File: config.mk
export PLATFORM = sky130hd
export DESIGN_NAME = pipr_fifo
export DESIGN_NICKNAME = d
export VERILOG_FILES = /design/src/rtl/pipr_fifo.sv
export SDC_FILE = /design/constraint.sdc
export NUM_CORES = 1
export LEC_CHECK = 0
export CAP_MARGIN = 5
export CORE_ASPECT_RATIO = 1.2
export CORE_MARGIN = 1.5
export CORE_UTILIZATION = 61
export DETAILED_ROUTE_END_ITERATION = 10
export DONT_BUFFER_PORTS = 1
export MAX_ROUTING_LAYER = met4
export PLACE_DENSITY = 0.83
export REMOVE_ABC_BUFFERS = 1
export SYNTH_ARGS = -nofsm -noshare
export SYNTH_HDL_FRONTEND = slang
export SYNTH_SLANG_ARGS = --single-unit
File: constraint.sdc
create_clock -name clk -period 2.31 [get_ports clk]
set_input_delay 0.693 -clock clk [delete_from_list [all_inputs] [get_ports clk]]
set_output_delay 0.693 -clock clk [all_outputs]
set_load 0.1 [all_outputs]
File: src/rtl/pipr_fifo.sv
`timescale 1ns / 1ps
// ----------------------------------------------------------------------------
// pipr_fifo: small synchronous queue
// register array with read and write pointers, depth a power of two
// ----------------------------------------------------------------------------
module pipr_fifo #(
  parameter int  DATA_WIDTH = 8,
  parameter int  DEPTH      = 4,
  localparam int CNT_W      = $clog2(DEPTH + 1)
) (
  input  logic                  clk,
  input  logic                  rst_n,
  input  logic                  wr_en,
  input  logic [DATA_WIDTH-1:0] wr_data,
  input  logic                  rd_en,
  output logic [DATA_WIDTH-1:0] rd_data,
  output logic                  full,
  output logic                  empty,
  output logic [CNT_W-1:0]      count
);

  localparam int PTR_W = $clog2(DEPTH);

  logic [DATA_WIDTH-1:0] mem_r [DEPTH];
  logic [PTR_W-1:0]      wr_ptr_r, wr_ptr_nxt;
  logic [PTR_W-1:0]      rd_ptr_r, rd_ptr_nxt;
  logic [CNT_W-1:0]      count_r, count_nxt;
  logic                  do_wr, do_rd;

  assign full    = (count_r == CNT_W'(DEPTH));
  assign empty   = (count_r == '0);
  assign count   = count_r;
  assign rd_data = mem_r[rd_ptr_r];
  assign do_wr   = wr_en && !full;
  assign do_rd   = rd_en && !empty;

  always_comb begin
    wr_ptr_nxt = do_wr ? wr_ptr_r + PTR_W'(1) : wr_ptr_r;
    rd_ptr_nxt = do_rd ? rd_ptr_r + PTR_W'(1) : rd_ptr_r;
    count_nxt  = count_r;
    if (do_wr && !do_rd) begin
      count_nxt = count_r + CNT_W'(1);
    end else if (do_rd && !do_wr) begin
      count_nxt = count_r - CNT_W'(1);
    end
  end

  always_ff @(posedge clk) begin
    if (!rst_n) begin
      wr_ptr_r <= '0;
      rd_ptr_r <= '0;
      count_r  <= '0;
    end else begin
      wr_ptr_r <= wr_ptr_nxt;
      rd_ptr_r <= rd_ptr_nxt;
      count_r  <= count_nxt;
    end
  end

  always_ff @(posedge clk) begin
    if (do_wr) begin
      mem_r[wr_ptr_r] <= wr_data;
    end
  end

endmodule

==> run metrics, run 1 <==
status=finished, final reports clean; CP startpoint kind=register; CTS buffer count=5; # DRC=0; path type of the worst min-delay path=input port to register; htree depth=2; Crit Path Class=register to primary output; DR iter-0 viols=17; CP Cell Sequence=buf_12 -> mux4_2 -> buf_12; Clk Latency, worst-skew pair=~0.34 ns; largest net degree at the start of global routing=12; post-synthesis instance total=90; CTS root buf=clkbuf_4; Synth cell types=23; fin crit share=97.86%; DR vias/cell=5.655; max incr delay on CP=0.54 ns; total clock sinks=41; M2 GR Usage=35.15%; sequential fraction of the synthesis area=69.62%; Bufs and invs on worst path=2; Worst Hold Path EP=mem_r[1][3]$_DFFE_PP_; GRT met1 Usage=between 10% and 20%; synthesized area=around 1600 µm²; CP Data Arrival Time=approximately 1.6 ns; initial antenna violation count=0; TritonCTS clock tree=yes; setup TNS=0 ns; r2r endpoint=count[2]$_SDFFE_PN0P_; total global routing overflow=0; reg-to-reg startpoint=count[0]$_SDFFE_PN0P_; synthesized flop and latch total=41; CP max-delay cell=mux4_2; Antenna Cells=0; flop-to-flop setup slack=0.18 ns; # placed instances=roughly 130; cell mode on critical path=buf_12; Routed WL per cell=17.37 µm; Core ar.=2552 µm²; Util after Layout=76.86%; CP top delay family=multiplexers; first-pass GRT wire length=3988 µm; maximum root-to-sink buffer count=2; Max Cap Violations=0; element type at the critical path end=primary output; final hold vios=0; die height=59.79 µm; RSZ-0062 raised after global routing=true; hold depth=0; worst-path maximum fanout=8; # hold bufs at CTS=0; Layout Nets=roughly 130; area grow syn2layout=19.69%; Vias=803; die width=50.32 µm; global-route usage over all layers=20.49%; f_max=442.4 MHz; worst hold path startpoint=wr_data[3]; Slew Limit Fails=0; HPWL Detailed=1756 µm; vias in the first global route=834; fin crit period=roughly 2.3 ns; share of cells above drive strength 1=30.28%; GRT met3 Usage=8.250%; Final GP Congestion=0.6339; final wirelength=about 2500 µm; non-filler cells, final=around 140; Clk pin slew, worst setup/hold paths=0.11 ns; Ports=25; Layout Skew=around 0.005 ns; number of port buffers=0; DIE AREA=approximately 3000 µm²; Critical Path RT=about 1.6 ns; cell depth of the worst flop-to-flop path=7; cell row count=20; number of routed nets with antenna violations=0; final setup violation count=0; Avg Cell Area, Syn=18.21 µm²; Worst slew margin=between 70% and 80%; Synth warnings=0; worst slew pin tran=~0.43 ns; DR pass1 iterations=4; Initial Util=64.22%; most used routing layer=met2
## worst max path at each step
stage | from | end | slack [ns] | depth (start not counted)
CTS | register | rd_data[3] | 0.004 | 3
global placement | wr_en | count[2]$_SDFFE_PN0P_ | 0.21 | 7
global route | register | rd_data[1] | -0.009 | 3
floorplan | count[2]$_SDFFE_PN0P_ | count[2]$_SDFFE_PN0P_ | -1.54 | 8
detailed placement | wr_en | count[2]$_SDFFE_PN0P_ | 0.09 | 7
finish | register | rd_data[2] | 0.05 | 3
## sequential cells by signal (all words and copies together), names as in the netlist, named ones only
signal,count
mem_r,32
rd_ptr_r,2
wr_ptr_r,2
count,3
## metal layers
metal / part of all wire [%] / vias up
met1: 37 / 396
met3: 6.5 / 7
met5: 0 / -
li1: - / 373
met2: 54 / 27
met4: 2.6 / 0
## area by class of cell
type | instances | area, µm²
inverter | 3 | 11.26
fill | 164 | 590.6
multi-input combinational | 42 | 474.2
timing repair buffer | 15 | 242.7
tap | 33 | 41.29
sequential | 41 | 1144
clock buffer | 8 | 48.80
## cell families (layout without fill, tap and decap cells)
kind of cell	Yosys count	after routing	share of synthesized area, %
AOI/OAI and AO/OA	4	4	2.061
adders and majority gates	6	6	5.038
xor gates and xnor gates	4	4	2.138
and+or+nand+nor	17	17	6.183
muxes	11	11	12.82
buffers and inverters	7	26	2.137
DFF	41	41	69.62
## synthesized netlist by cell type
library cell,instances,area share (%)
clkbuf_1,1,0.23
and2_1,8,3.1
edfxtp_1,32,59
buf_6,1,0.69
mux2i_1,3,1.8
o21ai_0,1,0.31
a21boi_1,1,0.46
fa_1,1,1.2
xor2_1,1,0.53
xnor2_1,3,1.6
o311ai_1,1,0.53
nor3b_2,1,0.76
buf_2,1,0.31
buf_1,1,0.23
dfxtp_1,9,11
nor2b_1,2,0.76
mux4_2,8,11
nor3_1,1,0.31
nand2_1,4,0.92
inv_1,3,0.69
ha_1,5,3.8
o31ai_2,1,0.76
or3_1,1,0.38
## cell usage in the layout, fill, tap and decap left out
cell       synthesis  final
edfxtp_1          32     32
buf_12             0      9
mux4_2             8      8
and2_1             8      8
dfxtp_1            9      7
ha_1               5      5
clkbuf_4           0      5
buf_4              0      5
nand2_1            4      4
inv_1              3      3
xnor2_1            3      3
mux2i_1            3      3
clkbuf_1           1      3
nor2b_1            2      2
dfxtp_2            0      2
nor3b_4            0      1
nor3_2             0      1
o31ai_2            1      1
o311ai_1           1      1
xor2_1             1      1
o21ai_0            1      1
or3_1              1      1
a21boi_1           1      1
fa_1               1      1
clkbuf_16          0      1
## timing repair
item                       in CTS  in global routing
gates cloned                    0                  0
setup buffers                   0                  0
setup endpoints to repair       8                  9
pin swaps                       0                  0
resized for setup               2                  3
## metrics by stage
| stage | instance area, µm² | hold slack (ns) | setup slack [ns] |
|---|---|---|---|
| 3_3_place_gp | 1898 | 0.4792 | 0.2111 |
| 6_report | 1962 | 0.4363 | 0.04953 |
| 4_1_cts | 1952 | 0.4286 | 0.004217 |
| 3_5_place_dp | 1898 | 0.4961 | 0.09291 |
| 2_1_floorplan | 1615 | 0.4677 | -1.541 |
| 5_1_grt | 1962 | 0.4166 | -0.009243 |
## worst reg2reg max path, stage by stage (launching register included)
cell and delay (ns):
dfxtp_1 0.40, o31ai_2 0.31, ha_1 0.26, inv_1 0.08, fa_1 0.38, xor2_1 0.17, or3_1 0.32, a21boi_1 0.15
Power of run 1 is left out: the tool's default activity adds up to more than one toggle a clock period on the data nets, which glitch-free logic cannot reach.
==> run 2, diff against run 1 <==
--- a/config.mk
+++ b/config.mk
@@ -5,14 +5,14 @@
 export SDC_FILE = /design/constraint.sdc
 export NUM_CORES = 1
 export LEC_CHECK = 0
+export BUFFER_PORTS_ARGS = -buffer_cell sky130_fd_sc_hd__buf_2
 export CAP_MARGIN = 5
 export CORE_ASPECT_RATIO = 1.2
 export CORE_MARGIN = 1.5
-export CORE_UTILIZATION = 61
+export CORE_UTILIZATION = 55
 export DETAILED_ROUTE_END_ITERATION = 10
-export DONT_BUFFER_PORTS = 1
 export MAX_ROUTING_LAYER = met4
-export PLACE_DENSITY = 0.83
+export PLACE_DENSITY = 0.84
 export REMOVE_ABC_BUFFERS = 1
 export SYNTH_ARGS = -nofsm -noshare
 export SYNTH_HDL_FRONTEND = slang
==> run 2 against run 1 <==
  * Via count is 3.7% higher
  * Register-to-register slack worse by 0.02 ns
  * Clock-buffer cell count is 1 lower
  * Final area is 1.3% lower
  * Sequential share of layout area is 0.73 points higher
  * Critical path depth stayed put
  * Fmax is 0.50% higher
  * Cell count is 8.5% higher
  * First-iteration DRC count is 29% lower
  * Routed wire length is 1.7% lower
  * Highest routed layer unchanged
==> run metrics, run 2 (synthesis results as in run 1) <==
status=finished, final reports clean; area grow syn2layout=18.09%; final setup violation count=0 (unchanged); Clk Latency, worst-skew pair=0.34 ns (about the same); Core ar.=2811 µm² (+10%); WP depth=3 (unchanged); vias in the first global route=905 (+8.5%); total global routing overflow=0 (unchanged); f_max=444.6 MHz (+0.50%); die height=62.80 µm (+5.0%); largest net degree at the start of global routing=13 (+1); Bufs and invs on worst path=2 (unchanged); Routed WL per cell=15.75 µm (-9.3%); max incr delay on CP=0.53 ns (about the same); largest reg by FF count=mem_r; fillcell total=201 (+23%); Slew Limit Fails=0 (unchanged); # DRC=0 (unchanged); HPWL Detailed=1729 µm (-1.5%); Ports=25 (unchanged); number of routed nets with antenna violations=0 (unchanged); DR vias/cell=5.409 (-4.3%); Critical Path RT=1.62 ns (about the same); Vias=833 (+3.7%); first-pass GRT wire length=4133 µm (+3.6%); TritonCTS clock tree=yes; CP max-delay cell=mux4_2; Worst slew margin=67.78% (-3.8 points); maximum root-to-sink buffer count=2 (unchanged); # hold bufs at CTS=0 (unchanged); cell depth of the worst flop-to-flop path=8 (+1); Initial Util=58.30% (-5.9 points); Antenna Cells=0 (unchanged); DR pass1 iterations=3 (-1); CP Data Arrival Time=1.56 ns (about the same); share of cells above drive strength 1=37.50% (+7.2 points); path type of the worst min-delay path=register to register; worst-path maximum fanout=8 (unchanged); post-route setup slack=0.06083 ns (+0.01130 ns); number of port buffers=24 (+24); CP Cell Sequence=buf_12 -> mux4_2 -> buf_12; Post-Place Setup Slack=0.01323 ns (-0.07968 ns); CP top delay family=multiplexers; Layout Nets=137 (+8.7%); die width=52.84 µm (+5.0%); DIE AREA=3318 µm² (+10%); total clock sinks=41 (unchanged); CP startpoint kind=register; cell mode on critical path=buf_12; commonest cells after routing, fill and taps aside=edfxtp_1 (32), buf_2 (16), mux4_2 (8), and2_1 (8), dfxtp_1 (8); element type at the critical path end=primary output; cell row count=21 (+5.0%); Max Cap Violations=0 (unchanged); DR iter-0 viols=12 (-5); Crit Path Class=register to primary output; most common cell after layout, fill and taps aside=edfxtp_1; final wirelength=2426 µm (-1.7%); flop-to-flop setup slack=0.16 ns (-0.02 ns); max FFs per register=32 (unchanged); htree depth=2 (unchanged); global-route usage over all layers=18.94% (-1.6 points); final hold vios=0 (unchanged); fin crit share=97.37% (-0.49 points); worst slew pin tran=0.4867 ns (+0.06025 ns); Layout Skew=0.01197 ns (+0.006967 ns); CTS root buf=clkbuf_4; Clk pin slew, worst setup/hold paths=0.11 ns (about the same); CTS buffer count=5 (unchanged); initial antenna violation count=0 (unchanged); hold depth=2 (+2); Final GP Congestion=0.6641 (+4.8%); fin crit period=2.249 ns (-0.01130 ns); RSZ-0062 raised after global routing=true
run 2: cell count changes in the layout (fill, tap and decap cells not counted), moves of 2 or more:
cell / change
buf_12: -7
buf_2: +16
buf_4: -4
buf_6: +7
clkbuf_1: -3
clkbuf_8: +2
run 2: what timing repair did:
item,in CTS,in global routing
hold endpoints to repair,0,0
setup buffers,0,0
resized for setup,17,5
endpoints found under the setup margin,8,8
run 2: metrics by stage:
stage	cells	utilization (%)	cell area, µm²	TNS (ns)	hold slack [ns]
after floorplan	86	-	1615	-41.71	0.4677
after global placement	146	63.77	1793	0	0.4779
after detailed placement	146	63.77	1793	0	0.5032
after CTS	154	68.18	1917	0	0.5183
after global routing	154	68.85	1936	-0.003242	0.5428
final	154	68.85	1936	0	0.5079
run 2: final timing paths:
kind                                 start                  endpoint
hold / removal    wr_ptr_r[1]$_SDFFE_PN0P_  wr_ptr_r[1]$_SDFFE_PN0P_
hold reg to reg   wr_ptr_r[1]$_SDFFE_PN0P_  wr_ptr_r[1]$_SDFFE_PN0P_
setup reg to reg     count[0]$_SDFFE_PN0P_     count[2]$_SDFFE_PN0P_
setup / recovery                  register                rd_data[7]
run 2: final cells by class:
class,count,area (µm²),share of cell area (%)
clock buffers,7,65.06,3.361
flip-flops and latches,41,1142,59.02
well taps,34,42.54,2.198
inverters,3,11.26,0.5818
clock inverters,1,5.005,0.2586
repair buffers,26,206.4,10.67
multi-input cells,42,462.9,23.92
run 2: worst reg2reg max path: stages (launching register included):
cell      delay [ns]
dfxtp_1         0.53
nor3b_2         0.09
nor2b_1         0.17
ha_1            0.22
inv_1           0.07
fa_1            0.38
xor2_1          0.17
or3_1           0.31
a21boi_1        0.16
run 2: metal layers:
metal	GRT usage, %	routed length, µm	vias up	share of wire [%]
li1	-	-	397	-
met1	19.35	954	403	39
met2	30.00	1278	26	53
met3	7.416	126	7	5.2
met4	10.90	66	0	2.7
met5	-	0	-	0
Power of run 2 is left out for the same reason.
==> run 3, diff against run 2 <==
--- a/config.mk
+++ b/config.mk
@@ -7,12 +7,11 @@
 export LEC_CHECK = 0
 export BUFFER_PORTS_ARGS = -buffer_cell sky130_fd_sc_hd__buf_2
 export CAP_MARGIN = 5
-export CORE_ASPECT_RATIO = 1.2
 export CORE_MARGIN = 1.5
-export CORE_UTILIZATION = 55
+export CORE_UTILIZATION = 59
 export DETAILED_ROUTE_END_ITERATION = 10
 export MAX_ROUTING_LAYER = met4
-export PLACE_DENSITY = 0.84
+export PLACE_DENSITY = 0.81
 export REMOVE_ABC_BUFFERS = 1
 export SYNTH_ARGS = -nofsm -noshare
 export SYNTH_HDL_FRONTEND = slang
==> constraint.sdc (replaced) <==
create_clock -name clk -period 2.7 [get_ports clk]
set_input_delay 0.81 -clock clk [delete_from_list [all_inputs] [get_ports clk]]
set_output_delay 0.81 -clock clk [all_outputs]
set_load 0.1 [all_outputs]
==> run 3 against run 2 <==
  * Via count is 1.6% lower
  * Register-to-register slack improved by 0.46 ns
  * Hold slack improved by 0.0058 ns
  * Flip-flop and latch count unchanged
  * Global-route usage down 0.91 points
  * Routed wire length shrank 2.5%
  * Utilization grew 3.3 points
  * Non-clock buffer count unchanged
  * Clock skew is 0.0038 ns lower
  * Sequential share of layout area increased by 3.1 points
  * Critical path type unchanged
==> run metrics, run 3 (synthesis results as in run 1) <==
max FFs per register=32 (unchanged); htree depth=2 (unchanged); Core ar.=2545 µm² (-9.5%); die height=55.71 µm (-11%); GRT met1 Usage=20.20% (+0.84 points); number of port buffers=24 (unchanged); area grow syn2layout=12.06%; share of cells above drive strength 1=34.17% (-3.3 points); post-CTS setup buffers=0 (unchanged); initial antenna violation count=0 (unchanged); Initial Util=64.41% (+6.1 points); largest net degree at the start of global routing=12 (-1); commonest cells after routing, fill and taps aside=edfxtp_1 (32), buf_2 (24), dfxtp_1 (9); Layout Skew=0.008208 ns (-0.003766 ns); GRT met3 Usage=5.814% (-1.6 points); CTS buffer count=5 (unchanged); die width=55.71 µm (+5.4%); # DRC=0 (unchanged); # hold bufs at CTS=0 (unchanged); CTS root buf=clkbuf_4; Clk pin slew, worst setup/hold paths=0.11 ns (about the same); DR vias/cell=5.467 (+1.1%); worst slew pin tran=0.4877 ns (+0.001019 ns); Antenna Cells=0 (unchanged); Layout Nets=137 (unchanged); worst hold slack=0.5137 ns (+0.005780 ns); vias in the first global route=839 (-7.3%); path type of the worst min-delay path=register to register; CP Data Arrival Time=1.70 ns (+0.14 ns); cell row count=18 (-14%); TritonCTS clock tree=yes; total global routing overflow=0 (unchanged); final wirelength=2366 µm (-2.5%); worst-path maximum fanout=8 (unchanged); DIE AREA=3103 µm² (-6.5%); f_max=398.4 MHz; global-route usage over all layers=18.03% (-0.91 points); Final GP Congestion=0.6796 (+2.3%); status=finished, final reports clean; first-pass GRT wire length=3891 µm (-5.9%); Worst slew margin=67.71% (about the same); HPWL Detailed=1614 µm (-6.6%); Max Cap Violations=0 (unchanged); number of routed nets with antenna violations=0 (unchanged); most used routing layer=met2; largest reg by FF count=mem_r; RSZ-0062 raised after global routing=false; DR pass1 iterations=4 (+1); CP startpoint kind=register; Clk Latency, worst-skew pair=0.34 ns (about the same); fin crit share=92.97%; Critical Path RT=1.89 ns (+0.27 ns); final hold vios=0 (unchanged); Slew Limit Fails=0 (unchanged); most common cell after layout, fill and taps aside=edfxtp_1; M2 GR Usage=27.04% (-3.0 points); element type at the critical path end=primary output; maximum root-to-sink buffer count=2 (unchanged); total clock sinks=41 (unchanged); fin crit period=between 2 and 3 ns; Ports=25 (unchanged); DR iter-0 viols=15 (+3); Routed WL per cell=15.77 µm (+0.13%); PostCTS Resize Cnt=0 (-17); Util after Layout=72.17% (+3.3 points); Crit Path Class=register to primary output; Vias=820 (-1.6%); final setup violation count=0 (unchanged)
[run 3: cell types whose count changed in the layout (fill, tap and decap cells not counted), moves of 2 or more]
cell,change
buf_6,-7
clkbuf_8,-2
buf_2,+8
clkbuf_1,+3
buf_12,-2
[run 3: through the flow]
stage	cell area, µm²	std cells	setup TNS (ns)	setup WS (ns)
after floorplan	1615	86	-26.74	-1.151
after global placement	1788	142	0	0.3936
after detailed placement	1788	142	0	0.3509
after CTS	1837	150	0	0.1768
after global routing	1837	150	0	0.1312
final	1837	150	0	0.1899
[run 3: metal layers]
layer | wire length (µm) | vias to the layer above
met3 | 111 | 7
met4 | 70 | 0
met1 | 984 | 394
met5 | 0 | -
met2 | 1200 | 23
li1 | - | 396
[run 3: critical path, stage by stage, from the launching register on]
cell     delay, ns
dfxtp_1       0.32
buf_4         0.20
mux4_2        0.53
buf_2         0.31
[run 3: final timing paths]
path,startpoint,depth (start not counted),end,slack (ns)
min reg2reg,wr_ptr_r[1]$_SDFFE_PN0P_,2,wr_ptr_r[1]$_SDFFE_PN0P_,0.51
max reg2reg,count[0]$_SDFFE_PN0P_,8,count[2]$_SDFFE_PN0P_,0.62
min,wr_ptr_r[1]$_SDFFE_PN0P_,2,wr_ptr_r[1]$_SDFFE_PN0P_,0.51
max,register,3,rd_data[3],0.19
[run 3: area by class of cell]
type / instances / area (µm²)
tap: 30 / 37.54
sequential: 41 / 1141
multi-input combinational: 42 / 462.9
inverter: 3 / 11.26
clock buffer: 8 / 48.80
timing repair buffer: 26 / 135.1
fill: 163 / 708.2
Power of run 3 is left out for the same reason.
