==> src/rtl/pipr_pkg.sv <==
`timescale 1ns / 1ps
// ----------------------------------------------------------------------------
// pipr_pkg: shared types and constants for the point-in-polygon ring test
// control flags that travel with each vertex, register map and queue sizes
// ----------------------------------------------------------------------------
package pipr_pkg;

  // flags that the front end attaches to every vertex
  typedef struct packed {
    logic e1_valid;  // an edge from the previous vertex exists
    logic rend;      // last vertex of its ring, closing edge is tested
    logic ring_ok;   // ring has reached the minimum vertex count
    logic send;      // last vertex of the set, a result is produced
  } ctrl_t;

  localparam logic [1:0] RING_MIN_VERTICES = 2'd3;

  // configuration port
  localparam int          CFG_ADDR_WIDTH = 3;
  localparam int          CFG_DATA_WIDTH = 32;
  localparam logic        CFG_EPS_INDEX  = 1'b0;
  localparam int          EPS_WIDTH      = 31;
  localparam logic [30:0] EPS_RESET      = 31'd419;

  // queue sizes
  localparam int QUEUE_DEPTH = 4;
  localparam int OUT_DEPTH   = 4;
  localparam int OUT_CNT_W   = $clog2(OUT_DEPTH + 1);

endpackage

==> src/rtl/pipr_front.sv <==
`timescale 1ns / 1ps
// ----------------------------------------------------------------------------
// pipr_front: vertex intake and ring tracking
// latches the query point, keeps previous and first vertex, counts vertices
// ----------------------------------------------------------------------------
module pipr_front #(
  parameter int COORD_WIDTH = 32
) (
  input  logic                          clk,
  input  logic                          rst_n,
  input  logic                          accept,
  input  logic signed [COORD_WIDTH-1:0] in_query_x,
  input  logic signed [COORD_WIDTH-1:0] in_query_y,
  input  logic signed [COORD_WIDTH-1:0] in_vertex_x,
  input  logic signed [COORD_WIDTH-1:0] in_vertex_y,
  input  logic                          in_ring_end,
  input  logic                          in_set_end,
  output logic [8*COORD_WIDTH-1:0]      q_data,
  output pipr_pkg::ctrl_t               q_ctrl
);

  import pipr_pkg::*;

  logic                   set_start_r, set_start_nxt;
  logic [1:0]             cnt_r, cnt_nxt, cnt_after;
  logic [COORD_WIDTH-1:0] held_qx_r, held_qy_r, prev_x_r, prev_y_r, first_x_r, first_y_r;
  logic [COORD_WIDTH-1:0] qx_use, qy_use, fx_use, fy_use;
  logic                   rend;

  always_comb begin
    rend      = in_ring_end || in_set_end;
    cnt_after = (cnt_r == RING_MIN_VERTICES) ? cnt_r : cnt_r + 2'd1;
    qx_use    = set_start_r ? in_query_x : held_qx_r;
    qy_use    = set_start_r ? in_query_y : held_qy_r;
    fx_use    = (cnt_r == 2'd0) ? in_vertex_x : first_x_r;
    fy_use    = (cnt_r == 2'd0) ? in_vertex_y : first_y_r;

    q_ctrl.e1_valid = (cnt_r != 2'd0);
    q_ctrl.rend     = rend;
    q_ctrl.ring_ok  = (cnt_after == RING_MIN_VERTICES);
    q_ctrl.send     = in_set_end;
    q_data = {qy_use, qx_use, fy_use, fx_use, prev_y_r, prev_x_r, in_vertex_y, in_vertex_x};

    set_start_nxt = accept ? in_set_end : set_start_r;
    cnt_nxt       = cnt_r;
    if (accept) begin
      cnt_nxt = rend ? 2'd0 : cnt_after;
    end
  end

  always_ff @(posedge clk) begin
    if (!rst_n) begin
      set_start_r <= 1'b1;
      cnt_r       <= 2'd0;
    end else begin
      set_start_r <= set_start_nxt;
      cnt_r       <= cnt_nxt;
    end
  end

  always_ff @(posedge clk) begin
    if (accept) begin
      held_qx_r <= qx_use;
      held_qy_r <= qy_use;
      prev_x_r  <= in_vertex_x;
      prev_y_r  <= in_vertex_y;
      first_x_r <= fx_use;
      first_y_r <= fy_use;
    end
  end

endmodule

==> config.mk <==
export PLATFORM = sky130hd
export DESIGN_NAME = pipr_front
export DESIGN_NICKNAME = d
export VERILOG_FILES = /design/src/rtl/pipr_pkg.sv /design/src/rtl/pipr_front.sv
export SDC_FILE = /design/constraint.sdc
export NUM_CORES = 1
export LEC_CHECK = 0
export BUFFER_PORTS_ARGS = -buffer_cell sky130_fd_sc_hd__buf_2
export CAP_MARGIN = 20
export CELL_PAD_IN_SITES_DETAIL_PLACEMENT = 2
export CELL_PAD_IN_SITES_GLOBAL_PLACEMENT = 2
export CORE_MARGIN = 2
export CORE_UTILIZATION = 31
export DETAILED_ROUTE_END_ITERATION = 10
export PLACE_DENSITY_LB_ADDON = 0.1
export SYNTH_ARGS = -nofsm -noshare
export SYNTH_HDL_FRONTEND = slang
export SYNTH_SLANG_ARGS = --single-unit
==> constraint.sdc <==
create_clock -name clk -period 1.95 [get_ports clk]
set_clock_uncertainty 0.2 [all_clocks]
set_input_delay 0.0975 -clock clk [delete_from_list [all_inputs] [get_ports clk]]
set_output_delay 0.0975 -clock clk [all_outputs]
set_load 0.1 [all_outputs]
==> impl_metrics.csv, run 1 <==
group,metric,value,unit
timing,fin_tns_setup,-7225,ps
timing,finalWorstPathRequiredPeriod,2111,ps
timing,worst_slack,-160.9,ps
clock_tree,clockBufferDepth,2,
worst_setup_path,crit_slowest_cell,"sky130_fd_sc_hd__mux2_2",
placement,dp_worst_setup_slack,127.9,ps
timing,final.period_utilization,1.083,
worst_setup_path,crit_cells,5,
synthesis,postSynthAreaPerCell,19.68,µm²
global_routing,grt_antenna_before_repair,0,
placement,placement.io_buffers,392,
timing,final-setup-viol-count,66,
global_routing,track_usage,0.2053,
route,drtPass1Iterations,4,
power_and_ir_drop,power-per-cell-area,974.7,nW/µm²
finish,area.growth.synth_to_final,71.96,%
floorplan,fp.dieArea,27730,µm²
timing,timing.max_slew.rel_slack,0.6463,
clock_tree,htree_levels,4,
finish,layoutNonFillerInstCount,1265,
timing,hold_viol,0,
clock_tree,cts_made_buffers,17,
worst_setup_path,cell_breakdown_of_the_critical_path,"nor2_4 -> buf_12 -> buf_16 -> mux2_2 -> buf_6",
global_routing,grt_pass1_vias,6476,
synthesis,synth.cell_area,8188,µm²
placement,global_placement_routability_congestion,0.7620,
placement,dp_hpwl,17.28,mm
worst_setup_path,r2r-start,"cnt_r[1]",
worst_setup_path,critical_path.startpoint,"cnt_r[1]",
route,remaining_drc_errors,0,
global_routing,grt_overflow_total,0,
route,drtIter0Drc,304,
synthesis,synth.lib_cells_used.distinct,18,
synthesis,yosysWarnings,0,
clock_tree,cts-root-buf,"sky130_fd_sc_hd__clkbuf_16",
worst_setup_path,timing.setup.critical_path_class,"reg2out",
worst_setup_path,worstReg2RegEnd,"first_y_r[19]",
floorplan,chipWidth,166.5,µm
floorplan,die_h,166.5,µm
global_routing,grt_pass1_wl,42.64,mm
floorplan,core,25980,µm²
finish,final_layout_size_suffix_gt1_frac,0.6387,
power_and_ir_drop,irDropWorstVdd,506.0,µV
floorplan,i_o_pin_total,393,
synthesis,synthesis.nets,549,
route,wl_per_cell,23.67,µm
worst_setup_path,critical_path.max_stage_delay,360,ps
timing,tightest_slew,534.2,ps
finish,fin_nets,1050,
worst_setup_path,ff2ff_setup_slack,210,ps
outcome,outcome,"complete, but fails checks",
hold_path,min_path_type,"in2reg",
clock_tree,cts_tree,"built",
worst_setup_path,worst_setup_path_endpoint,"q_data[134]",
worst_setup_path,r2r_cells,5,
worst_setup_path,cp.required,1650,ps
floorplan,initial_core_util,0.3151,
clock_tree,clock-sinks,195,
placement,placed_cells_incl_taps,1075,
synthesis,yosysSeqAreaShare,0.7115,
worst_setup_path,critical-path-top-delay-family,"buffers and inverters",
power_and_ir_drop,total_leakage_power,6.185,nW
timing,report.final.slew_viol_count,0,
worst_setup_path,critPathArrivalTime,1810,ps
global_routing,maximum_number_of_pins_on_one_net_before_global_route_repair,41,
synthesis,post-synth-top-area-fraction,0.7042,
clock_tree,cts.reportedPaths.clkPinSlew,80,ps
finish,finish.utilization,0.5418,
worst_setup_path,crit_path_end_kind,"output port",
synthesis,yosys_register_bits,195,
timing,clock.fmax,473.7,MHz
clock_tree,insertion_delay,420,ps
worst_setup_path,cp_max_fo,9,
route,drt-vias-per-instance,4.524,
run,max_cap_viol_count,0,
worst_setup_path,cp.buffers_inverters,3,
synthesis,synth.top_cells.by_area,"sky130_fd_sc_hd__edfxtp_1, sky130_fd_sc_hd__mux2_2, sky130_fd_sc_hd__mux2_4",
route,routed-via-count,5723,
floorplan,placement_rows,59,
synthesis,synth_instances,416,
finish,num_antenna_cells,0,
route,ant_nets,0,
route,route.final.wire_length,29.94,mm
outcome,failed_checks,"negative setup slack",
worst_setup_path,cp-start-kind,"flip-flop",
synthesis,post-synth-top-area-cell,"sky130_fd_sc_hd__edfxtp_1",
timing,grt_setup_unrepaired,"true",
==> Yosys cell counts <==
| cell | instances |
|---|---|
| sky130_fd_sc_hd__buf_6 | 1 |
| sky130_fd_sc_hd__o31ai_1 | 1 |
| sky130_fd_sc_hd__a21oi_1 | 1 |
| sky130_fd_sc_hd__buf_12 | 5 |
| sky130_fd_sc_hd__mux2_4 | 49 |
| sky130_fd_sc_hd__nor2_2 | 1 |
| sky130_fd_sc_hd__buf_4 | 71 |
| sky130_fd_sc_hd__dfxtp_1 | 3 |
| sky130_fd_sc_hd__edfxtp_1 | 192 |
| sky130_fd_sc_hd__inv_1 | 2 |
| sky130_fd_sc_hd__or2_2 | 1 |
| sky130_fd_sc_hd__a211oi_1 | 1 |
| sky130_fd_sc_hd__nand3b_1 | 1 |
| sky130_fd_sc_hd__nand2_1 | 2 |
| sky130_fd_sc_hd__buf_2 | 4 |
| sky130_fd_sc_hd__and2b_1 | 1 |
| sky130_fd_sc_hd__mux2i_1 | 1 |
| sky130_fd_sc_hd__mux2_2 | 79 |
==> power breakdown <==
| group | internal [mW] | leakage (nW) | switching [mW] | total (mW) |
|---|---|---|---|---|
| clock network | 1.71 | 0.274 | 1.77 | 3.47 |
| registers | 4.96 | 1.91 | 0.0953 | 5.05 |
| logic | 1.47 | 4.01 | 3.73 | 5.20 |
| total | 8.14 | 6.18 | 5.59 | 13.7 |
==> sequential cells by signal, summed over array words and instances, names as in the netlist <==
name	count
first_y_r	32
cnt_r	2
set_start_r	1
prev_y_r	32
prev_x_r	32
held_qx_r	32
first_x_r	32
held_qy_r	32
==> stage by stage <==
| stage | total power, mW | hold WS [ps] | cell area, µm² |
|---|---|---|---|
| 2_1_floorplan | 8.601 | -40.56 | 8188 |
| 3_5_place_dp | 9.298 | 103.1 | 10160 |
| 6_report | 13.72 | 199.2 | 14080 |
| 5_1_grt | 14.12 | 189.1 | 14080 |
| 3_3_place_gp | 9.247 | 97.65 | 10160 |
| 4_1_cts | 13.62 | 174.4 | 13660 |
==> how the worst min path moves through the flow <==
stage                     cells after the start      endpoint            start
after global placement                        1   prev_x_r[2]   in_vertex_x[2]
final                                         2   prev_x_r[2]   in_vertex_x[2]
after CTS                                     2   prev_x_r[1]   in_vertex_x[1]
after global routing                          2  prev_x_r[23]  in_vertex_x[23]
after floorplan                               1   set_start_r            rst_n
after detailed placement                      1  prev_y_r[29]  in_vertex_y[29]
==> cells by family (layout without fill, tap and decap cells) <==
| family | after synthesis | after routing | share of synthesized area |
|---|---|---|---|
| compound gates | 3 | 3 | 0.002445 |
| simple gates | 6 | 6 | 0.004281 |
| flops | 195 | 195 | 0.7115 |
| mux | 129 | 129 | 0.1997 |
| buf+inv | 83 | 597 | 0.08206 |
==> timing repair <==
| item | in CTS | in global routing |
|---|---|---|
| buffers inserted | 10 | 10 |
| resized for setup | 381 | 90 |
| cloned | 7 | 3 |
| hold endpoints to repair | 223 | 0 |
| setup endpoints to repair | 128 | 125 |
| pin swaps | 1 | 1 |
| hold buffers | 133 | 0 |
==> worst register-to-register path, delay by kind of cell, from the launching register on <==
kind / cells / cell delay [ps]
flip-flops: 1 / 350
buffers and inverters: 3 / 480
multiplexers: 1 / 340
AND/OR/NAND/NOR: 1 / 130
==> cell type report <==
| type | count | area [µm²] |
|---|---|---|
| fillers | 2318 | 11910 |
| flip-flops and latches | 195 | 5837 |
| repair buffers | 563 | 5379 |
| multi-input cells | 138 | 1864 |
| clock buffers | 18 | 429.2 |
| well taps | 335 | 419.2 |
| clock inverters | 14 | 143.9 |
| inverters | 2 | 7.507 |
==> placed cells by master, fill, tap and decap left out, types with 2 or more instances in the layout <==
cell	netlist	final
sky130_fd_sc_hd__edfxtp_1	192	192
sky130_fd_sc_hd__clkinv_8	0	3
sky130_fd_sc_hd__inv_6	0	5
sky130_fd_sc_hd__buf_2	4	262
sky130_fd_sc_hd__buf_6	1	49
sky130_fd_sc_hd__mux2_2	79	34
sky130_fd_sc_hd__dlygate4sd3_1	0	133
sky130_fd_sc_hd__buf_16	0	4
sky130_fd_sc_hd__clkbuf_16	0	20
sky130_fd_sc_hd__nand2_1	2	2
sky130_fd_sc_hd__mux2_4	49	94
sky130_fd_sc_hd__inv_1	2	2
sky130_fd_sc_hd__buf_4	71	17
sky130_fd_sc_hd__inv_8	0	2
sky130_fd_sc_hd__buf_12	5	89
sky130_fd_sc_hd__dfxtp_4	0	3
sky130_fd_sc_hd__buf_8	0	6
sky130_fd_sc_hd__clkinvlp_4	0	2
==> routing by layer <==
layer	up-vias	global-route usage	part of all wire
met1	2922	0.2280	0.37
met3	28	0.05086	0.058
li1	2524	-	-
met5	-	0	0
met2	249	0.3854	0.55
met4	0	0.06222	0.019
Power figures use the tool's default switching activity.
==> run 2: changes to the inputs <==
ABC_AREA = 1   (was not set)
CORE_MARGIN = 4   (was 2)
CORE_UTILIZATION = 29   (was 31)
SLEW_MARGIN = 5   (was not set)
==> impl_metrics.csv, run 2 <==
group,metric,value,unit
clock_tree,htree_levels,4,
synthesis,synth.cell_area,8244,µm²
route,wl_per_cell,22.75,µm
synthesis,yosysWarnings,0,
global_routing,grt_pass1_vias,7156,
worst_setup_path,cp_max_fo,8,
synthesis,synth-edff-count,192,
synthesis,yosysSeqAreaShare,0.7066,
worst_setup_path,crit_path_end_kind,"output port",
hold_path,min_path_type,"in2reg",
timing,report.final.slew_viol_count,0,
timing,final-setup-viol-count,34,
route,routed-via-count,6422,
timing,fin_tns_setup,-627.3,ps
timing,final.period_utilization,1.018,
clock_tree,cts_tree,"built",
clock_tree,cts_made_buffers,17,
floorplan,i_o_pin_total,393,
placement,placement.io_buffers,392,
placement,dp_worst_setup_slack,226.4,ps
clock_tree,cts-root-buf,"sky130_fd_sc_hd__clkbuf_16",
timing,hold_viol,0,
timing,tightest_slew,638.2,ps
timing,worst_slack,-35.29,ps
route,route.final.wire_length,33.08,mm
floorplan,initial_core_util,0.2951,
floorplan,placement_rows,61,
finish,num-fill-cells,2629,
finish,postLayoutCellArea,14600,µm²
placement,global_placement_routability_congestion,0.7556,
route,drtPass1Iterations,4,
worst_setup_path,crit_slowest_cell,"sky130_fd_sc_hd__dfxtp_4",
clock_tree,insertion_delay,420,ps
synthesis,synthArstFlopShare,0,
clock_tree,cts.reportedPaths.clkPinSlew,80,ps
route,remaining_drc_errors,0,
placement,place_area,12010,µm²
route,ant_nets,0,
worst_setup_path,cp_common_cell,"sky130_fd_sc_hd__buf_12",
finish,area.growth.synth_to_final,77.11,%
placement,dp_hpwl,20.40,mm
timing,grt_setup_unrepaired,"true",
global_routing,grt_pass1_wl,45.39,mm
synthesis,netlist_top_cells_count,"sky130_fd_sc_hd__nand2_1, sky130_fd_sc_hd__edfxtp_1, sky130_fd_sc_hd__buf_4, sky130_fd_sc_hd__mux2_4",
worst_setup_path,cp.required,1650,ps
worst_setup_path,critical_path.max_stage_delay,410,ps
synthesis,synth.top_cells.by_area,"sky130_fd_sc_hd__edfxtp_1, sky130_fd_sc_hd__nand2_1, sky130_fd_sc_hd__mux2_4",
global_routing,track_usage,0.1941,
worst_setup_path,timing.setup.critical_path_class,"reg2out",
worst_setup_path,critPathArrivalTime,1690,ps
route,drt-vias-per-instance,4.417,
global_routing,grt_antenna_before_repair,2,
floorplan,chipWidth,176.6,µm
global_routing,grt_overflow_total,0,
worst_setup_path,cp.buffers_inverters,3,
finish,final_layout_size_suffix_gt1_frac,0.5801,
power_and_ir_drop,total_leakage_power,6.384,nW
synthesis,yosysMostFrequentCell,"sky130_fd_sc_hd__nand2_1",
worst_setup_path,cell_breakdown_of_the_critical_path,"buf_12 -> clkbuf_16 -> mux2_4 -> buf_12",
synthesis,post-synth-top-area-fraction,0.6993,
route,drtIter0Drc,289,
finish,multi_input_area,1963,µm²
clock_tree,clock-sinks,195,
synthesis,ys_dominant_reg_cell,"sky130_fd_sc_hd__edfxtp_1",
finish,fin_nets,1194,
global_routing,maximum_number_of_pins_on_one_net_before_global_route_repair,83,
outcome,outcome,"complete, but fails checks",
finish,most_common_cell_after_layout_fill_and_taps_aside,"sky130_fd_sc_hd__buf_2",
power_and_ir_drop,power-per-cell-area,960.0,nW/µm²
synthesis,synthesis.nets,690,
floorplan,fp.dieArea,31190,µm²
timing,clock.fmax,503.7,MHz
synthesis,synth_instances,557,
clock_tree,clockBufferDepth,2,
outcome,failed_checks,"negative setup slack",
synthesis,yosys_register_bits,195,
timing,timing.max_slew.rel_slack,0.5732,
floorplan,core,27930,µm²
run,max_cap_viol_count,0,
worst_setup_path,critical-path-top-delay-family,"buffers and inverters",
synthesis,synth.lib_cells_used.distinct,16,
synthesis,post-synth-top-area-cell,"sky130_fd_sc_hd__edfxtp_1",
timing,hold_slack,0.9354,ps
worst_setup_path,cp-start-kind,"flip-flop",
finish,final-seq-area,5834,µm²
timing,finalWorstPathRequiredPeriod,1985,ps
synthesis,postSynthAreaPerCell,14.80,µm²
finish,mostFrequentLayoutCells,"sky130_fd_sc_hd__buf_2, sky130_fd_sc_hd__edfxtp_1, sky130_fd_sc_hd__dlygate4sd3_1, sky130_fd_sc_hd__buf_12, sky130_fd_sc_hd__nand2_1",
power_and_ir_drop,irDropWorstVdd,442.6,µV
floorplan,die_h,176.6,µm
run 2: changes by cell type in the layout (fill, tap and decap cells not counted), sizes merged, moves of 2 or more:
cell    delta
nand2    +197
buf        +7
diode      +2
clkinv     +2
mux2      -64
inv        +2
nand3      +2
run 2: timing repair:
action	CTS	global route
resized for setup	50	51
endpoints found under the hold margin	216	0
setup endpoints to repair	124	121
hold buffers	134	0
gates cloned	0	6
buffers inserted	4	23
pin swaps	5	2
run 2: stage by stage:
step           std cells  power (mW)    util
2_1_floorplan        557       8.726       -
3_3_place_gp        1253       10.12  0.4298
3_5_place_dp        1253       10.20  0.4298
4_1_cts             1423       13.93  0.5044
5_1_grt             1454       14.49  0.5227
6_report            1454       14.02  0.5227
run 2: cell families after synthesis:
kind of cell | after synthesis | synth area share
DFF | 195 | 0.7066
buffers and inverters | 93 | 0.08939
muxes | 64 | 0.1097
and+or+nand+nor | 203 | 0.09303
AOI/OAI and AO/OA | 2 | 0.001214
run 2: final timing paths:
kind	cells past startpoint	endpoint	start	slack (ps)
hold reg to reg	2	cnt_r[0]	cnt_r[0]	330
hold / removal	2	first_y_r[29]	accept	0.9
setup / recovery	4	q_data[218]	set_start_r	-40
setup reg to reg	4	held_qx_r[27]	set_start_r	290
run 2: power breakdown:
part	leakage [nW]	switching [mW]	total, mW	internal (mW)
Clock	0.264	1.75	3.42	1.67
Combinational	4.21	3.93	5.53	1.60
Sequential	1.91	0.0995	5.07	4.97
Total	6.38	5.78	14.0	8.24
run 2: final cells by class:
class / instances / share of cell area
antenna: 2 / 0.0003428
clock inverter: 15 / 0.008483
inverter: 5 / 0.001285
clock buffer: 17 / 0.02913
tap: 378 / 0.03239
multi-input combinational: 269 / 0.1344
sequential: 195 / 0.3996
timing repair buffer: 573 / 0.3943
run 2: per-layer routing:
metal | global-route usage | wire (µm)
met1 | 0.1956 | 11220
met2 | 0.3744 | 18620
met5 | 0 | 0
met4 | 0.05996 | 780
met3 | 0.06488 | 2462
==> run 3: changes to the inputs <==
clock period = 2.05 ns   (was 1.95 ns; I/O delays follow)
==> impl_metrics.csv, run 3 (synthesis results as in run 2) <==
group,metric,value,unit
outcome,outcome,"finished clean",
floorplan,initial_core_util,0.2951,
route,route.final.wire_length,30.77,mm
finish,num-fill-cells,2729,
worst_setup_path,ff2ff_setup_slack,420,ps
clock_tree,cts.reportedPaths.clkPinSlew,80,ps
timing,final.period_utilization,0.9780,
route,wl_per_cell,21.46,µm
timing,timing.max_slew.rel_slack,0.6438,
worst_setup_path,cp-start-kind,"flip-flop",
global_routing,maximum_number_of_pins_on_one_net_before_global_route_repair,42,
clock_tree,htree_levels,4,
finish,most_common_cell_after_layout_fill_and_taps_aside,"sky130_fd_sc_hd__buf_2",
finish,mostFrequentLayoutCells,"sky130_fd_sc_hd__buf_2, sky130_fd_sc_hd__edfxtp_1, sky130_fd_sc_hd__nand2_1, sky130_fd_sc_hd__dlygate4sd3_1, sky130_fd_sc_hd__buf_12",
timing,tightest_slew,538.0,ps
timing,final-setup-viol-count,0,
timing,hold_viol,0,
timing,clock.fmax,498.8,MHz
route,drtPass1Iterations,4,
global_routing,grt_pass1_wl,44.70,mm
finish,fin_nets,1175,
worst_setup_path,cp_common_cell,"sky130_fd_sc_hd__buf_4",
clock_tree,clock-sinks,195,
clock_tree,insertion_delay,430,ps
floorplan,core,27930,µm²
floorplan,fp.dieArea,31190,µm²
route,routed-via-count,6238,
timing,report.final.slew_viol_count,0,
worst_setup_path,critical_path.max_stage_delay,370,ps
worst_setup_path,worstReg2RegEnd,"set_start_r",
floorplan,placement_rows,61,
worst_setup_path,cp_max_fo,7,
global_routing,grt_antenna_before_repair,1,
clock_tree,clockBufferDepth,2,
global_routing,grt_overflow_total,0,
placement,dp_hpwl,19.54,mm
clock_tree,cts-root-buf,"sky130_fd_sc_hd__clkbuf_16",
route,remaining_drc_errors,0,
power_and_ir_drop,power-per-cell-area,955.3,nW/µm²
floorplan,i_o_pin_total,393,
timing,grt_setup_unrepaired,"true",
worst_setup_path,cell_breakdown_of_the_critical_path,"buf_12 -> buf_4 -> mux2_4 -> buf_4",
worst_setup_path,crit_path_end_kind,"output port",
power_and_ir_drop,irDropWorstVdd,501.0,µV
clock_tree,cts_tree,"built",
worst_setup_path,cp.required,1750,ps
finish,area.growth.synth_to_final,66.91,%
worst_setup_path,critPathArrivalTime,1700,ps
run,max_cap_viol_count,0,
hold_path,holdCritStartpoint,"in_vertex_x[19]",
floorplan,chipWidth,176.6,µm
worst_setup_path,r2r-start,"set_start_r",
global_routing,grt_pass1_vias,7187,
worst_setup_path,crit_slowest_cell,"sky130_fd_sc_hd__dfxtp_4",
power_and_ir_drop,total_leakage_power,6.049,nW
placement,placement.io_buffers,392,
hold_path,whs_endpoint,"prev_x_r[19]",
floorplan,die_h,176.6,µm
route,drtIter0Drc,291,
finish,final_layout_size_suffix_gt1_frac,0.5412,
route,ant_nets,0,
hold_path,min_path_type,"in2reg",
hold_path,min_path_cells,2,
timing,finalWorstPathRequiredPeriod,2005,ps
worst_setup_path,critical-path-top-delay-family,"buffers and inverters",
worst_setup_path,r2r_cells,5,
worst_setup_path,cp.buffers_inverters,3,
worst_setup_path,timing.setup.critical_path_class,"reg2out",
placement,global_placement_routability_congestion,0.7302,
clock_tree,cts_made_buffers,17,
placement,dp_worst_setup_slack,333.2,ps
route,drt-vias-per-instance,4.350,
timing,hold_slack,202.8,ps
global_routing,track_usage,0.1886,
timing,worst_slack,45.15,ps
==> run 3: repair_timing <==
| action | 4_1_cts | 5_1_grt |
|---|---|---|
| hold buffers | 133 | 0 |
| gates cloned | 2 | 3 |
| pin swaps | 1 | 1 |
| buffers inserted | 2 | 5 |
| resized for setup | 59 | 80 |
| endpoints found under the hold margin | 213 | 0 |
| setup endpoints to repair | 109 | 116 |
==> run 3: routing by layer <==
layer  vias to the layer above  share of wire  GRT usage
li1                       2839              -          -
met1                      3121           0.36     0.1973
met2                       245           0.54     0.3564
met3                        33          0.075    0.06595
met4                         0          0.019    0.05222
met5                         -              0          0
==> run 3: layout make-up <==
cell class	instances	area, µm²	area share
diodes	1	2.502	0.0001819
clock inverters	12	155.1	0.01127
repair buffers	554	5021	0.3649
multi-input cells	269	1817	0.1320
well taps	378	473.0	0.03437
flip-flops and latches	195	5832	0.4238
clock buffers	20	436.7	0.03173
inverters	5	23.77	0.001728
==> run 3: worst reg2reg max path: stages (launching register included) <==
cell	delay [ps]
sky130_fd_sc_hd__dfxtp_4	360
sky130_fd_sc_hd__buf_6	140
sky130_fd_sc_hd__buf_4	130
sky130_fd_sc_hd__nand2_1	50
sky130_fd_sc_hd__nand3_1	70
sky130_fd_sc_hd__dlygate4sd3_1	560
==> run 3: power by group <==
part           leakage (nW)  internal, mW  switching, mW
sequential             1.91          4.72         0.0864
combinational          3.86          1.24           3.63
clock                 0.285          1.93           1.54
total                  6.05          7.89           5.25
==> run 3: how the worst max path moves through the flow <==
stage / slack [ps] / to / startpoint / cells after the start
5_1_grt: -60 / q_data[128] / cnt_r[1] / 6
3_3_place_gp: 360 / q_data[255] / set_start_r / 3
3_5_place_dp: 330 / q_data[223] / set_start_r / 3
4_1_cts: -20 / q_data[173] / cnt_r[0] / 6
6_report: 50 / q_data[211] / set_start_r / 4
2_1_floorplan: 20 / first_x_r[10] / cnt_r[1] / 6
==> run 3: per-stage QoR <==
stage	cells	total power, mW	TNS, ps	cell area, µm²	util
after floorplan	557	8.266	0	8267	-
after global placement	1256	9.295	0	11250	0.4027
after detailed placement	1256	9.360	0	11250	0.4027
after CTS	1425	13.17	-40.29	13390	0.4794
after global routing	1434	13.61	-941.6	13760	0.4926
final	1434	13.15	0	13760	0.4926
